===== src/sv/lru_pkg.sv =====
// ----------------------------------------------------------------------------
// LRU frame table package
// Sizes, sequencer states, table commands and status shared by the LRU
// page replacement block.
// ----------------------------------------------------------------------------
package lru_pkg;

  localparam int FRAMES     = 8;
  localparam int PAGE_WIDTH = 16;

  localparam int PAGE_IN_W = 16;
  localparam int SLOT_W    = 3;
  localparam int FAULT_W   = 32;
  localparam int CFG_W     = 4;

  localparam int IDX_W  = (FRAMES > 1) ? $clog2(FRAMES) : 1;
  localparam int RANK_W = IDX_W;
  localparam int CNT_W  = $clog2(FRAMES + 1);

  localparam logic [CFG_W-1:0]   NUM_FRAMES_RESET = CFG_W'(8);
  localparam logic [FAULT_W-1:0] FAULT_MAX        = {FAULT_W{1'b1}};

  typedef enum logic [1:0] {
    ST_IDLE,
    ST_SCAN,
    ST_UPDATE
  } state_e;

  typedef enum logic [1:0] {
    UPD_HIT,
    UPD_FILL,
    UPD_EVICT
  } upd_e;

  typedef struct packed {
    logic                  clear;
    logic                  commit;
    upd_e                  kind;
    logic [IDX_W-1:0]      slot;
    logic [PAGE_WIDTH-1:0] page;
  } tbl_cmd_t;

  typedef struct packed {
    logic                  valid;
    logic [PAGE_WIDTH-1:0] page;
    logic [RANK_W-1:0]     rank;
  } tbl_entry_t;

  typedef struct packed {
    tbl_entry_t         entry;
    logic [FAULT_W-1:0] fault_next;
  } tbl_stat_t;

  // A frame count of zero means one frame; counts above FRAMES mean FRAMES.
  function automatic logic [CNT_W-1:0] clamp_frames(logic [CFG_W-1:0] v);
    logic [CNT_W-1:0] n;
    if (v == '0) begin
      n = CNT_W'(1);
    end else if (int'(v) > FRAMES) begin
      n = CNT_W'(FRAMES);
    end else begin
      n = CNT_W'(v);
    end
    return n;
  endfunction

endpackage


===== src/sv/lru_req_if.sv =====
// ----------------------------------------------------------------------------
// LRU request channel
// Valid/ready channel that carries one page reference.
// ----------------------------------------------------------------------------
interface lru_req_if;
  logic                           valid;
  logic                           ready;
  logic [lru_pkg::PAGE_IN_W-1:0]  page;
  logic                           first_reference;
  logic                           last_reference;

  modport source (output valid, page, first_reference, last_reference, input ready);
  modport sink   (input valid, page, first_reference, last_reference, output ready);
endinterface


===== src/sv/lru_rsp_if.sv =====
// ----------------------------------------------------------------------------
// LRU response channel
// Valid/ready channel that carries the outcome of one page reference.
// ----------------------------------------------------------------------------
interface lru_rsp_if;
  logic                           valid;
  logic                           ready;
  logic                           hit;
  logic [lru_pkg::SLOT_W-1:0]     slot;
  logic                           evicted_valid;
  logic [lru_pkg::PAGE_IN_W-1:0]  evicted_page;
  logic [lru_pkg::FAULT_W-1:0]    fault_total;
  logic                           run_end;

  modport source (output valid, hit, slot, evicted_valid, evicted_page, fault_total,
                  run_end, input ready);
  modport sink   (input valid, hit, slot, evicted_valid, evicted_page, fault_total,
                  run_end, output ready);
endinterface


===== src/sv/lru_page_replacement.sv =====
// ----------------------------------------------------------------------------
// LRU page replacement frame table
// Fully associative table of page frames with least-recently-used
// replacement and a saturating fault counter.
// ----------------------------------------------------------------------------
// Usage:
//   A request on req_if carries one page reference. The block answers each
//   request with exactly one response on rsp_if: hit flag, frame slot, the
//   evicted page if a resident page was replaced, the running fault total
//   and an echo of last_reference. first_reference empties the table and
//   clears the fault count before the reference is handled.
//   cfg_we_i/cfg_wdata_i set the number of frames in use; write it only
//   while no request is in flight.
// Timing:
//   After a request is accepted, the frames in use pass through the single
//   compare unit one frame per cycle; the table is then updated and the
//   response registered once the response register is free. The next
//   request is taken only after that update, so requests do not overlap.
// Reset and stalls:
//   Reset empties every frame, clears the fault count and sets eight frames
//   in use. If the receiver stalls, the response register holds; a new
//   request may still be scanned but its update waits for the slot to free.
// ----------------------------------------------------------------------------
module lru_page_replacement (
  input  logic                      clk_i,
  input  logic                      rst_ni,
  input  logic                      cfg_we_i,
  input  logic [lru_pkg::CFG_W-1:0] cfg_wdata_i,
  lru_req_if.sink                   req_if,
  lru_rsp_if.source                 rsp_if
);

  logic [lru_pkg::CFG_W-1:0] num_frames_q;
  lru_pkg::tbl_cmd_t         cmd;
  lru_pkg::tbl_stat_t        stat;
  logic [lru_pkg::IDX_W-1:0] rd_idx;

  always_ff @(posedge clk_i or negedge rst_ni) begin
    if (!rst_ni) begin
      num_frames_q <= lru_pkg::NUM_FRAMES_RESET;
    end else if (cfg_we_i) begin
      num_frames_q <= cfg_wdata_i;
    end
  end

  lru_scan u_scan (
    .clk_i        (clk_i),
    .rst_ni       (rst_ni),
    .num_frames_i (num_frames_q),
    .req          (req_if),
    .rsp          (rsp_if),
    .stat_i       (stat),
    .cmd_o        (cmd),
    .rd_idx_o     (rd_idx)
  );

  lru_table u_table (
    .clk_i    (clk_i),
    .rst_ni   (rst_ni),
    .cmd_i    (cmd),
    .rd_idx_i (rd_idx),
    .stat_o   (stat)
  );

endmodule


===== src/sv/lru_table.sv =====
// ----------------------------------------------------------------------------
// LRU frame table
// Holds page numbers, valid bits, recency ranks and the fault counter, and
// applies one hit, fill or eviction update or a clear per command.
// ----------------------------------------------------------------------------
module lru_table (
  input  logic              clk_i,
  input  logic              rst_ni,
  input  lru_pkg::tbl_cmd_t cmd_i,
  input  logic [lru_pkg::IDX_W-1:0] rd_idx_i,
  output lru_pkg::tbl_stat_t stat_o
);

  logic [lru_pkg::PAGE_WIDTH-1:0] page_q [lru_pkg::FRAMES];
  logic [lru_pkg::FRAMES-1:0]     valid_q, valid_d;
  logic [lru_pkg::RANK_W-1:0]     rank_q [lru_pkg::FRAMES];
  logic [lru_pkg::RANK_W-1:0]     rank_d [lru_pkg::FRAMES];
  logic [lru_pkg::FAULT_W-1:0]    fault_q, fault_d;
  logic [lru_pkg::RANK_W-1:0]     slot_rank;
  logic                           is_slot;

  assign slot_rank = rank_q[cmd_i.slot];

  always_comb begin
    fault_d = fault_q;
    if (cmd_i.clear) begin
      fault_d = '0;
    end else if (cmd_i.commit && (cmd_i.kind != lru_pkg::UPD_HIT) &&
                 (fault_q != lru_pkg::FAULT_MAX)) begin
      fault_d = fault_q + lru_pkg::FAULT_W'(1);
    end
  end

  // Each frame updates its own rank; only frames more recent than the
  // touched one age on a hit or an eviction, every valid frame ages on a fill.
  always_comb begin
    is_slot = 1'b0;
    valid_d = valid_q;
    for (int k = 0; k < lru_pkg::FRAMES; k++) begin
      rank_d[k] = rank_q[k];
      is_slot   = (lru_pkg::IDX_W'(k) == cmd_i.slot);
      if (cmd_i.clear) begin
        valid_d[k] = 1'b0;
        rank_d[k]  = '0;
      end else if (cmd_i.commit) begin
        case (cmd_i.kind)
          lru_pkg::UPD_HIT, lru_pkg::UPD_EVICT: begin
            if (is_slot) begin
              rank_d[k] = '0;
            end else if (valid_q[k] && (rank_q[k] < slot_rank)) begin
              rank_d[k] = rank_q[k] + lru_pkg::RANK_W'(1);
            end
          end
          lru_pkg::UPD_FILL: begin
            if (is_slot) begin
              rank_d[k]  = '0;
              valid_d[k] = 1'b1;
            end else if (valid_q[k]) begin
              rank_d[k] = rank_q[k] + lru_pkg::RANK_W'(1);
            end
          end
          default: begin
          end
        endcase
      end
    end
  end

  always_ff @(posedge clk_i or negedge rst_ni) begin
    if (!rst_ni) begin
      valid_q <= '0;
      fault_q <= '0;
      for (int k = 0; k < lru_pkg::FRAMES; k++) begin
        rank_q[k] <= '0;
      end
    end else begin
      valid_q <= valid_d;
      fault_q <= fault_d;
      for (int k = 0; k < lru_pkg::FRAMES; k++) begin
        rank_q[k] <= rank_d[k];
      end
    end
  end

  always_ff @(posedge clk_i) begin
    if (cmd_i.commit && (cmd_i.kind != lru_pkg::UPD_HIT)) begin
      page_q[cmd_i.slot] <= cmd_i.page;
    end
  end

  assign stat_o.entry.valid = valid_q[rd_idx_i];
  assign stat_o.entry.page  = page_q[rd_idx_i];
  assign stat_o.entry.rank  = rank_q[rd_idx_i];
  assign stat_o.fault_next  = fault_d;

  a_no_clear_with_commit: assert property (@(posedge clk_i) disable iff (!rst_ni)
    !(cmd_i.clear && cmd_i.commit))
    else $error("table clear and update in the same cycle");

  a_fill_sets_valid: assert property (@(posedge clk_i) disable iff (!rst_ni)
    (cmd_i.commit && (cmd_i.kind == lru_pkg::UPD_FILL)) |=> valid_q[$past(cmd_i.slot)])
    else $error("filled frame did not become valid");

  a_fault_monotonic: assert property (@(posedge clk_i) disable iff (!rst_ni)
    !cmd_i.clear |=> (fault_q >= $past(fault_q)))
    else $error("fault counter went down without a clear");

  a_touched_most_recent: assert property (@(posedge clk_i) disable iff (!rst_ni)
    cmd_i.commit |=> (rank_q[$past(cmd_i.slot)] == '0))
    else $error("updated frame is not the most recent");

endmodule


===== src/sv/lru_scan.sv =====
// ----------------------------------------------------------------------------
// LRU scan sequencer
// Walks the frames in use one per cycle through a single compare unit to
// find a hit, the first empty frame and the oldest frame, then issues the
// table update and registers the response.
// ----------------------------------------------------------------------------
module lru_scan (
  input  logic                       clk_i,
  input  logic                       rst_ni,
  input  logic [lru_pkg::CFG_W-1:0]  num_frames_i,
  lru_req_if.sink                    req,
  lru_rsp_if.source                  rsp,
  input  lru_pkg::tbl_stat_t         stat_i,
  output lru_pkg::tbl_cmd_t          cmd_o,
  output logic [lru_pkg::IDX_W-1:0]  rd_idx_o
);

  lru_pkg::state_e state_q, state_d;

  logic [lru_pkg::PAGE_WIDTH-1:0] page_q, page_d;
  logic                           last_q, last_d;
  logic [lru_pkg::CNT_W-1:0]      n_q, n_d;
  logic [lru_pkg::IDX_W-1:0]      idx_q, idx_d;
  logic                           hit_q, hit_d;
  logic [lru_pkg::IDX_W-1:0]      hit_slot_q, hit_slot_d;
  logic                           empty_q, empty_d;
  logic [lru_pkg::IDX_W-1:0]      empty_slot_q, empty_slot_d;
  logic [lru_pkg::RANK_W-1:0]     best_q, best_d;
  logic [lru_pkg::IDX_W-1:0]      victim_q, victim_d;

  logic                           out_valid_q, out_valid_d;
  logic                           out_load;
  logic                           o_hit_q, o_hit_d;
  logic [lru_pkg::SLOT_W-1:0]     o_slot_q, o_slot_d;
  logic                           o_ev_q, o_ev_d;
  logic [lru_pkg::PAGE_IN_W-1:0]  o_ev_page_q, o_ev_page_d;
  logic [lru_pkg::FAULT_W-1:0]    o_fault_q, o_fault_d;
  logic                           o_end_q, o_end_d;

  logic                           scan_last;
  logic [lru_pkg::IDX_W-1:0]      upd_slot;

  assign scan_last = (lru_pkg::CNT_W'(idx_q) == (n_q - lru_pkg::CNT_W'(1)));

  always_comb begin
    state_d      = state_q;
    page_d       = page_q;
    last_d       = last_q;
    n_d          = n_q;
    idx_d        = idx_q;
    hit_d        = hit_q;
    hit_slot_d   = hit_slot_q;
    empty_d      = empty_q;
    empty_slot_d = empty_slot_q;
    best_d       = best_q;
    victim_d     = victim_q;
    out_load     = 1'b0;
    upd_slot     = hit_q ? hit_slot_q : (empty_q ? empty_slot_q : victim_q);
    rd_idx_o     = idx_q;

    cmd_o        = '0;
    cmd_o.kind   = hit_q ? lru_pkg::UPD_HIT : (empty_q ? lru_pkg::UPD_FILL : lru_pkg::UPD_EVICT);
    cmd_o.slot   = upd_slot;
    cmd_o.page   = page_q;

    case (state_q)
      lru_pkg::ST_IDLE: begin
        if (req.valid) begin
          page_d     = lru_pkg::PAGE_WIDTH'(req.page);
          last_d     = req.last_reference;
          n_d        = lru_pkg::clamp_frames(num_frames_i);
          idx_d      = '0;
          hit_d      = 1'b0;
          empty_d    = 1'b0;
          best_d     = '0;
          victim_d   = '0;
          cmd_o.clear = req.first_reference;
          state_d    = lru_pkg::ST_SCAN;
        end
      end
      lru_pkg::ST_SCAN: begin
        // The lowest matching frame wins, as does the lowest empty frame.
        if (!hit_q && stat_i.entry.valid && (stat_i.entry.page == page_q)) begin
          hit_d      = 1'b1;
          hit_slot_d = idx_q;
        end
        if (!empty_q && !stat_i.entry.valid) begin
          empty_d      = 1'b1;
          empty_slot_d = idx_q;
        end
        if (stat_i.entry.rank > best_q) begin
          best_d   = stat_i.entry.rank;
          victim_d = idx_q;
        end
        if (scan_last) begin
          state_d = lru_pkg::ST_UPDATE;
        end else begin
          idx_d = idx_q + lru_pkg::IDX_W'(1);
        end
      end
      lru_pkg::ST_UPDATE: begin
        // The victim is read here so its old page can be reported.
        rd_idx_o = victim_q;
        if (!out_valid_q || rsp.ready) begin
          cmd_o.commit = 1'b1;
          out_load     = 1'b1;
          state_d      = lru_pkg::ST_IDLE;
        end
      end
      default: begin
        state_d = lru_pkg::ST_IDLE;
      end
    endcase
  end

  always_comb begin
    out_valid_d = out_valid_q;
    o_hit_d     = o_hit_q;
    o_slot_d    = o_slot_q;
    o_ev_d      = o_ev_q;
    o_ev_page_d = o_ev_page_q;
    o_fault_d   = o_fault_q;
    o_end_d     = o_end_q;
    if (out_valid_q && rsp.ready) begin
      out_valid_d = 1'b0;
    end
    if (out_load) begin
      out_valid_d = 1'b1;
      o_hit_d     = hit_q;
      o_slot_d    = lru_pkg::SLOT_W'(upd_slot);
      o_ev_d      = !hit_q && !empty_q;
      o_ev_page_d = (!hit_q && !empty_q) ? lru_pkg::PAGE_IN_W'(stat_i.entry.page) : '0;
      o_fault_d   = stat_i.fault_next;
      o_end_d     = last_q;
    end
  end

  always_ff @(posedge clk_i or negedge rst_ni) begin
    if (!rst_ni) begin
      state_q     <= lru_pkg::ST_IDLE;
      out_valid_q <= 1'b0;
      idx_q       <= '0;
      hit_q       <= 1'b0;
      empty_q     <= 1'b0;
      best_q      <= '0;
      victim_q    <= '0;
    end else begin
      state_q     <= state_d;
      out_valid_q <= out_valid_d;
      idx_q       <= idx_d;
      hit_q       <= hit_d;
      empty_q     <= empty_d;
      best_q      <= best_d;
      victim_q    <= victim_d;
    end
  end

  always_ff @(posedge clk_i) begin
    page_q       <= page_d;
    last_q       <= last_d;
    n_q          <= n_d;
    hit_slot_q   <= hit_slot_d;
    empty_slot_q <= empty_slot_d;
    o_hit_q      <= o_hit_d;
    o_slot_q     <= o_slot_d;
    o_ev_q       <= o_ev_d;
    o_ev_page_q  <= o_ev_page_d;
    o_fault_q    <= o_fault_d;
    o_end_q      <= o_end_d;
  end

  assign req.ready         = (state_q == lru_pkg::ST_IDLE);
  assign rsp.valid         = out_valid_q;
  assign rsp.hit           = o_hit_q;
  assign rsp.slot          = o_slot_q;
  assign rsp.evicted_valid = o_ev_q;
  assign rsp.evicted_page  = o_ev_page_q;
  assign rsp.fault_total   = o_fault_q;
  assign rsp.run_end       = o_end_q;

  a_scan_in_range: assert property (@(posedge clk_i) disable iff (!rst_ni)
    (state_q == lru_pkg::ST_SCAN) |-> (lru_pkg::CNT_W'(idx_q) < n_q))
    else $error("scan index beyond the frames in use");

  a_update_loads_output: assert property (@(posedge clk_i) disable iff (!rst_ni)
    ((state_q == lru_pkg::ST_UPDATE) && (!out_valid_q || rsp.ready)) |=> out_valid_q)
    else $error("finished update did not present a response");

  a_update_holds_on_stall: assert property (@(posedge clk_i) disable iff (!rst_ni)
    ((state_q == lru_pkg::ST_UPDATE) && out_valid_q && !rsp.ready) |->
      !cmd_o.commit)
    else $error("table updated while the previous response is stalled");

endmodule


===== src/flat_wrapper.sv =====
// flat-port wrapper written by rule: the top's interface ports become plain ports
module lru_page_replacement_flat 
  (clk_i, rst_ni, cfg_we_i, cfg_wdata_i, req_if_valid, req_if_page, req_if_first_reference, req_if_last_reference, req_if_ready, rsp_if_valid, rsp_if_hit, rsp_if_slot, rsp_if_evicted_valid, rsp_if_evicted_page, rsp_if_fault_total, rsp_if_run_end, rsp_if_ready);
  lru_req_if req_if_i ();
  lru_rsp_if rsp_if_i ();
  input  logic clk_i;
  input  logic rst_ni;
  input  logic cfg_we_i;
  input  logic [lru_pkg::CFG_W-1:0] cfg_wdata_i;
  input wire logic [$bits(req_if_i.valid)-1:0] req_if_valid;
  input wire logic [$bits(req_if_i.page)-1:0] req_if_page;
  input wire logic [$bits(req_if_i.first_reference)-1:0] req_if_first_reference;
  input wire logic [$bits(req_if_i.last_reference)-1:0] req_if_last_reference;
  output wire logic [$bits(req_if_i.ready)-1:0] req_if_ready;
  output wire logic [$bits(rsp_if_i.valid)-1:0] rsp_if_valid;
  output wire logic [$bits(rsp_if_i.hit)-1:0] rsp_if_hit;
  output wire logic [$bits(rsp_if_i.slot)-1:0] rsp_if_slot;
  output wire logic [$bits(rsp_if_i.evicted_valid)-1:0] rsp_if_evicted_valid;
  output wire logic [$bits(rsp_if_i.evicted_page)-1:0] rsp_if_evicted_page;
  output wire logic [$bits(rsp_if_i.fault_total)-1:0] rsp_if_fault_total;
  output wire logic [$bits(rsp_if_i.run_end)-1:0] rsp_if_run_end;
  input wire logic [$bits(rsp_if_i.ready)-1:0] rsp_if_ready;
  assign req_if_i.valid = req_if_valid;
  assign req_if_i.page = req_if_page;
  assign req_if_i.first_reference = req_if_first_reference;
  assign req_if_i.last_reference = req_if_last_reference;
  assign req_if_ready = req_if_i.ready;
  assign rsp_if_valid = rsp_if_i.valid;
  assign rsp_if_hit = rsp_if_i.hit;
  assign rsp_if_slot = rsp_if_i.slot;
  assign rsp_if_evicted_valid = rsp_if_i.evicted_valid;
  assign rsp_if_evicted_page = rsp_if_i.evicted_page;
  assign rsp_if_fault_total = rsp_if_i.fault_total;
  assign rsp_if_run_end = rsp_if_i.run_end;
  assign rsp_if_i.ready = rsp_if_ready;
  lru_page_replacement u_core (.clk_i(clk_i), .rst_ni(rst_ni), .cfg_we_i(cfg_we_i), .cfg_wdata_i(cfg_wdata_i), .req_if(req_if_i), .rsp_if(rsp_if_i));
endmodule

===== config.mk =====
export PLATFORM = sky130hd
export DESIGN_NAME = lru_page_replacement_flat
export DESIGN_NICKNAME = d
export VERILOG_FILES = /design/src/sv/lru_pkg.sv /design/src/sv/lru_req_if.sv /design/src/sv/lru_rsp_if.sv /design/src/sv/lru_page_replacement.sv /design/src/sv/lru_table.sv /design/src/sv/lru_scan.sv /design/src/flat_wrapper.sv
export SDC_FILE = /design/constraint.sdc
export NUM_CORES = 1
export LEC_CHECK = 0
export BUFFER_PORTS_ARGS = -buffer_cell sky130_fd_sc_hd__buf_2
export CAP_MARGIN = 25
export CELL_PAD_IN_SITES_DETAIL_PLACEMENT = 1
export CELL_PAD_IN_SITES_GLOBAL_PLACEMENT = 1
export CORE_UTILIZATION = 30
export CTS_BUF_LIST = sky130_fd_sc_hd__clkbuf_2 sky130_fd_sc_hd__clkbuf_4 sky130_fd_sc_hd__clkbuf_8
export DETAILED_ROUTE_END_ITERATION = 8
export PLACE_DENSITY = 0.61
export SYNTH_ARGS = -nofsm -noshare
export SYNTH_HDL_FRONTEND = slang
export SYNTH_SLANG_ARGS = --single-unit

===== constraint.sdc =====
create_clock -name clk_i -period 5.4 [get_ports clk_i]
set_input_delay 0.81 -clock clk_i [delete_from_list [all_inputs] [get_ports clk_i]]
set_output_delay 0.81 -clock clk_i [all_outputs]
set_load 0.02 [all_outputs]

==> results of run 1 <==
[area by class of cell]
| cell class | instances | area [sq um] |
|---|---|---|
| repair buffers | 102 | 598 |
| fillers | 4494 | 27100 |
| clock inverters | 26 | 238 |
| well taps | 539 | 674 |
| inverters | 33 | 124 |
| multi-input cells | 609 | 4210 |
| clock buffers | 64 | 818 |
| flip-flops and latches | 291 | 8330 |
[sequential cells by signal, summed over array words and instances (netlist names)]
name / flops
u_core.num_frames_q: 4
u_core.u_scan.best_q: 3
u_core.u_scan.empty_q: 1
u_core.u_scan.empty_slot_q: 3
u_core.u_scan.hit_q: 1
u_core.u_scan.hit_slot_q: 3
u_core.u_scan.idx_q: 3
u_core.u_scan.last_q: 1
u_core.u_scan.n_q: 4
u_core.u_scan.page_q: 16
u_core.u_scan.rsp.evicted_page: 16
u_core.u_scan.rsp.evicted_valid: 1
u_core.u_scan.rsp.fault_total: 32
u_core.u_scan.rsp.hit: 1
u_core.u_scan.rsp.run_end: 1
u_core.u_scan.rsp.slot: 3
u_core.u_scan.rsp.valid: 1
u_core.u_scan.state_q: 2
u_core.u_scan.victim_q: 3
u_core.u_table.fault_q: 32
u_core.u_table.page_q: 128
u_core.u_table.rank_q: 24
u_core.u_table.valid_q: 8
[stage by stage]
step	power [mW]	hold slack, ns	utilization	std cells
final	7.64	0.340	0.356	1664
after floorplan	4.80	0.400	-	971
after global placement	5.46	0.404	0.330	1570
after detailed placement	5.55	0.405	0.330	1570
after CTS	7.73	0.279	0.355	1661
after global routing	8.12	0.306	0.356	1664
[placed cells by master (no fill, tap or decap), types with 25 or more instances in the layout]
master,Yosys,layout
a21oi_1,35,35
nand2_1,101,101
buf_2,9,81
nor3_1,25,25
mux2i_1,49,49
clkbuf_8,0,54
dfrtp_1,81,81
inv_1,32,32
nand3_1,29,29
edfxtp_1,209,209
nor2_1,71,69
o21ai_0,29,29
[metal layers]
layer	track usage	up-vias
li1	-	3863
met1	0.215	4242
met2	0.249	218
met3	0.0248	65
met4	0.0680	0
met5	0	-
[kinds of logic (layout without fill, tap and decap cells)]
kind of cell    count (synthesis)  in the layout  share of synthesized area
fa+ha+maj                      22             22                     0.0214
mux                            88             88                     0.0832
flops                         291            291                      0.648
buf+inv                        71            225                     0.0246
compound gates                157            157                     0.0839
xor+xnor                       35             35                     0.0239
simple gates                  307            307                      0.115
[power by group through the flow]
stage	combinational, mW	clock [mW]	sequential (mW)
6_report	2.49	2.14	3.01
4_1_cts	2.51	2.22	3.01
3_5_place_dp	2.50	0	3.05
3_3_place_gp	2.42	0	3.04
2_1_floorplan	1.87	0	2.93
5_1_grt	2.78	2.30	3.04
[final timing paths]
path                                          start                     endpoint  slack [ns]  cells after the start
setup / recovery           u_core.u_scan.state_q[0]  u_core.u_scan.hit_slot_q[0]        1.29                      8
hold / removal                      req_if_page[10]     u_core.u_scan.page_q[10]        0.34                      1
setup reg to reg           u_core.u_scan.state_q[0]  u_core.u_scan.hit_slot_q[0]        1.29                      8
hold reg to reg                u_core.u_scan.last_q    u_core.u_scan.rsp.run_end        0.43                      0
max in group asynchronous                    rst_ni   u_core.u_table.fault_q[26]        3.53                      3
min in group asynchronous                    rst_ni       u_core.num_frames_q[0]        0.61                      2
[critical path, delay by kind of cell, from the launching register on]
family | cells | cell delay, ns
AND/OR/NAND/NOR | 6 | 2.45
flip-flops | 1 | 0.40
multiplexers | 1 | 0.59
AO/OA/AOI/OAI | 1 | 0.28
==> impl_metrics.ini, run 1 <==
[status]
status = completed

[timing]
worst_pin_slew_ns = 1.01
finalSetupTns_ns = 0
hold_viol_final = 0
period_needed_ns = 4.11
maxSlewViolCount = 0
post-route-period-util = 0.761
fmax_ghz = 0.243
slew_headroom = 0.324
setup_violations = 0
rsz0062_at_grt = no
clock_skew_ns = 0.0541
setup_slack_ns = 1.29

[clock_network]
path_clk_slew_ns = 0.06
ctsResizeCount = 0
cts-root-buf = clkbuf_8
cts_made_buffers = 52
cts_tree = yes
postCtsHoldBufs = 1
clock_sinks = 291
htree_levels = 2
clock_path_buffers = 3
cts_setup_buffers = 0
worst_skew_pair.late_latency_ns = 0.64

[logic_synthesis]
synth-seq-cells = 291
mappedNetlistArea_sq_um = 12800
synth_most_common_cell = edfxtp_1
synth_top_area_cell = edfxtp_1
async_reset_ff_frac = 0.282
synth-seq-area-share = 0.648
yosysWarnings = 0
netlist_top_cells_area = edfxtp_1, dfrtp_1, mux2i_1
synth_nets = 1020
synth_cells = 971
synthFlopType = edfxtp_1
synth.avg_cell_area_sq_um = 13.2
synth.distinct_cells = 61
synth-edff-count = 209
synth_top_cell_area_share = 0.489
synthTopCellsByCount = edfxtp_1, nand2_1, dfrtp_1

[detailed_routing]
dr.max_layer_used = met4
route.met3.wl_um = 1530
vias = 8388
drt-wirelength-per-cell_um = 20.3
drt-initial-drc-count = 522
drcViolationCount = 0
first_pass_iters = 5
drtAntennaViolNets = 0
totalWireLength_um = 33800
via_per_inst = 5.04
wl_met2_um = 15700
wl_met1_um = 15600

[worst_setup_path]
critPathRequiredTime_ns = 5.66
cp_slowest_cell = nor2_1
crit_fanout = 15
cp-end-kind = flip-flop
crit_path_start_kind = flip-flop
crit_top_cell = nor3_1
path_cells = nand2b_1, mux2_2, nor2_1, a32o_1, nor3_1, nor4b_1, nand4_1, nor3_1
critPathMaxStageDelay_ns = 0.82
worstSetupPathType = reg -> reg
worstPathArrival_ns = 4.36

[floorplanning]
initial_core_util = 0.305
ioPinCount = 83
rows = 75
die_w_um = 209
die_y_um = 209
fp.dieArea_sq_um = 43600
core_sq_um = 42100

[power_and_ir_drop]
vdd_drop_max_v = 0.000195
p_leak_nw = 5.66
swShare = 0.367
cellPowerDensity_nw_per_um2 = 510
seqPwrFrac = 0.394
pwr-share-clk = 0.280
switchingPower_mw = 2.80
combPwrFrac = 0.326
p_int_mw = 4.84

[grt]
grt_antenna_before_repair = 0
grt_max_degree = 66
grt_pass1_wl_um = 52500
grt.overflow.total = 0
grt_pass1_vias = 8935
track_usage = 0.158

[flow_run]
maxCapViolCount = 0

[placement]
hpwl_um = 22000
dpl_cell_area_sq_um = 13900
gp_congestion = 0.827
place_ws_ns = 1.36
io_buffers = 82

[final_layout]
stdcell_area_sq_um = 15000
area_growth_pct = 16.7
nNetsFinal = 1138
drive_gt1_frac = 0.204
diodes = 0

[hold_path]
hold_class = in -> reg
(Power assumes the default switching activity.)
==> run 2, diff against run 1 <==
clock period = 3.9 ns   (was 5.4 ns; I/O delays follow)
==> run 2 against run 1 <==
Sequential share of layout area is 0.44 points lower. Clock power rose by 36%. Wire length fell by 2.1%. Register-to-register slack lost 1.1 ns. Via count increased by 0.88%. Utilization grew 0.28 points. Count of clock-buffer cells in the layout grew 11. First-iteration DRC count decreased by 24%. Critical path type unchanged. Largest cell class unchanged. Largest power group unchanged.
==> impl_metrics.ini, run 2 (same netlist as run 1, synthesis figures left out) <==
[status]
status = completed

[timing]
fmax_ghz = 0.273
rsz0062_at_grt = no
period_needed_ns = 3.66
worst_pin_slew_ns = 0.689
setup_violations = 0
maxSlewViolCount = 0
hold_viol_final = 0
clock_skew_ns = 0.0178
finalSetupTns_ns = 0
slew_headroom = 0.539
post-route-period-util = 0.939

[clock_network]
clock_path_buffers = 3
worst_skew_pair.late_latency_ns = 0.63
clock_sinks = 291
htree_levels = 2
cts_tree = yes
path_clk_slew_ns = 0.06
cts_made_buffers = 51
cts_setup_buffers = 0
cts-root-buf = clkbuf_8

[worst_setup_path]
worst-path-buf-inv = 1
reg2reg_to = u_core.u_scan.hit_slot_q[1]
worstSetupPathType = reg -> reg
crit_top_cell = nor3_1
ff2ff_path_depth = 9
critPathMaxStageDelay_ns = 0.56
critPathRequiredTime_ns = 4.18
cp-end-kind = flip-flop
rr_startpoint = u_core.u_scan.state_q[0]
reg2reg_slack_ns = 0.24
crit_path_start_kind = flip-flop
crit_fanout = 9
cp_top_family = simple AND/OR/NAND/NOR gates
worstPathArrival_ns = 3.94
path_cells = nand2b_1, mux2_2, nor2_1, buf_4, a32o_1, nor3_1, nor3_1, nand4_1, nor3_1
cp_slowest_cell = nor2_1

[placement]
io_buffers = 82
gp_congestion = 0.801
hpwl_um = 22100

[hold_path]
whs_endpoint = u_core.u_scan.page_q[14]
hold_depth = 1
min-delay-start = req_if_page[14]
hold_class = in -> reg

[final_layout]
nNetsFinal = 1155
mostFrequentLayoutCell = edfxtp_1
drive_gt1_frac = 0.219
area_growth_pct = 17.7
fill_cells = 4537
diodes = 0
final_cell_mix = edfxtp_1, nand2_1, buf_2, dfrtp_1, nor2_1
largest_reg_flops = 128
max_flop_register = u_core.u_table.page_q

[detailed_routing]
drcViolationCount = 0
vias = 8462
drt-initial-drc-count = 397
totalWireLength_um = 33100
first_pass_iters = 5
drt-wirelength-per-cell_um = 19.6
drtAntennaViolNets = 0
via_per_inst = 5.02

[power_and_ir_drop]
p_leak_nw = 5.76
vdd_drop_max_v = 0.000246
cellPowerDensity_nw_per_um2 = 702
total_power_mw = 10.6

[grt]
grt_pass1_wl_um = 51800
grt_max_degree = 48
grt_pass1_vias = 8967
grt.overflow.total = 0
track_usage = 0.155
grt_antenna_before_repair = 0

[floorplanning]
core_sq_um = 42100
initial_core_util = 0.305
ioPinCount = 83
die_w_um = 209
die_y_um = 209
fp.dieArea_sq_um = 43600
rows = 75

[flow_run]
maxCapViolCount = 0
## run 2: how the worst max path moves through the flow
stage | start | to | slack, ns | cells past startpoint
floorplan | u_core.u_scan.empty_q | u_core.u_table.rank_q[14] | 0.51 | 12
global placement | u_core.u_scan.state_q[0] | u_core.u_scan.hit_slot_q[0] | 0.23 | 10
detailed placement | u_core.u_scan.state_q[0] | u_core.u_scan.hit_slot_q[1] | 0.14 | 10
CTS | u_core.u_scan.state_q[0] | u_core.u_scan.hit_slot_q[1] | 0.13 | 10
global route | u_core.u_scan.state_q[0] | u_core.u_scan.hit_slot_q[1] | 0.03 | 10
finish | u_core.u_scan.state_q[0] | u_core.u_scan.hit_slot_q[1] | 0.24 | 9
## run 2: where the power goes
group          switching (mW)  internal (mW)
Sequential              0.423           3.73
Clock                    1.27           1.63
Combinational            2.15           1.40
## run 2: area by class of cell
type                            instances  area [sq um]  area share
Sequential cell                       291          8330       0.551
Inverter                               33           124     0.00820
Clock inverter                         17           136     0.00902
Clock buffer                           75           913      0.0604
Multi-Input combinational cell        609          4220       0.279
Tap cell                              539           674      0.0446
Timing Repair Buffer                  120           713      0.0472
## run 2: stage by stage
step	std cells	hold WS (ns)	area [sq um]	setup WS [ns]	util
4_1_cts	1684	0.0766	15100	0.126	0.358
2_1_floorplan	971	0.289	12800	0.514	-
6_report	1684	0.129	15100	0.239	0.359
5_1_grt	1684	0.0791	15100	0.0325	0.359
3_3_place_gp	1591	0.405	14000	0.228	0.333
3_5_place_dp	1591	0.416	14000	0.140	0.333
## run 2: what timing repair did
item	4_1_cts	5_1_grt
resized for setup	0	3
hold endpoints to repair	23	0
hold buffers	1	0
setup endpoints to repair	0	8
## run 2: per-layer routing
layer  wire length [um]  vias to the layer above  track usage
li1                   -                     3902            -
met1              15700                     4312        0.208
met2              15100                      182        0.246
met3               1510                       66       0.0328
met4                799                        0       0.0543
met5                  0                        -            0
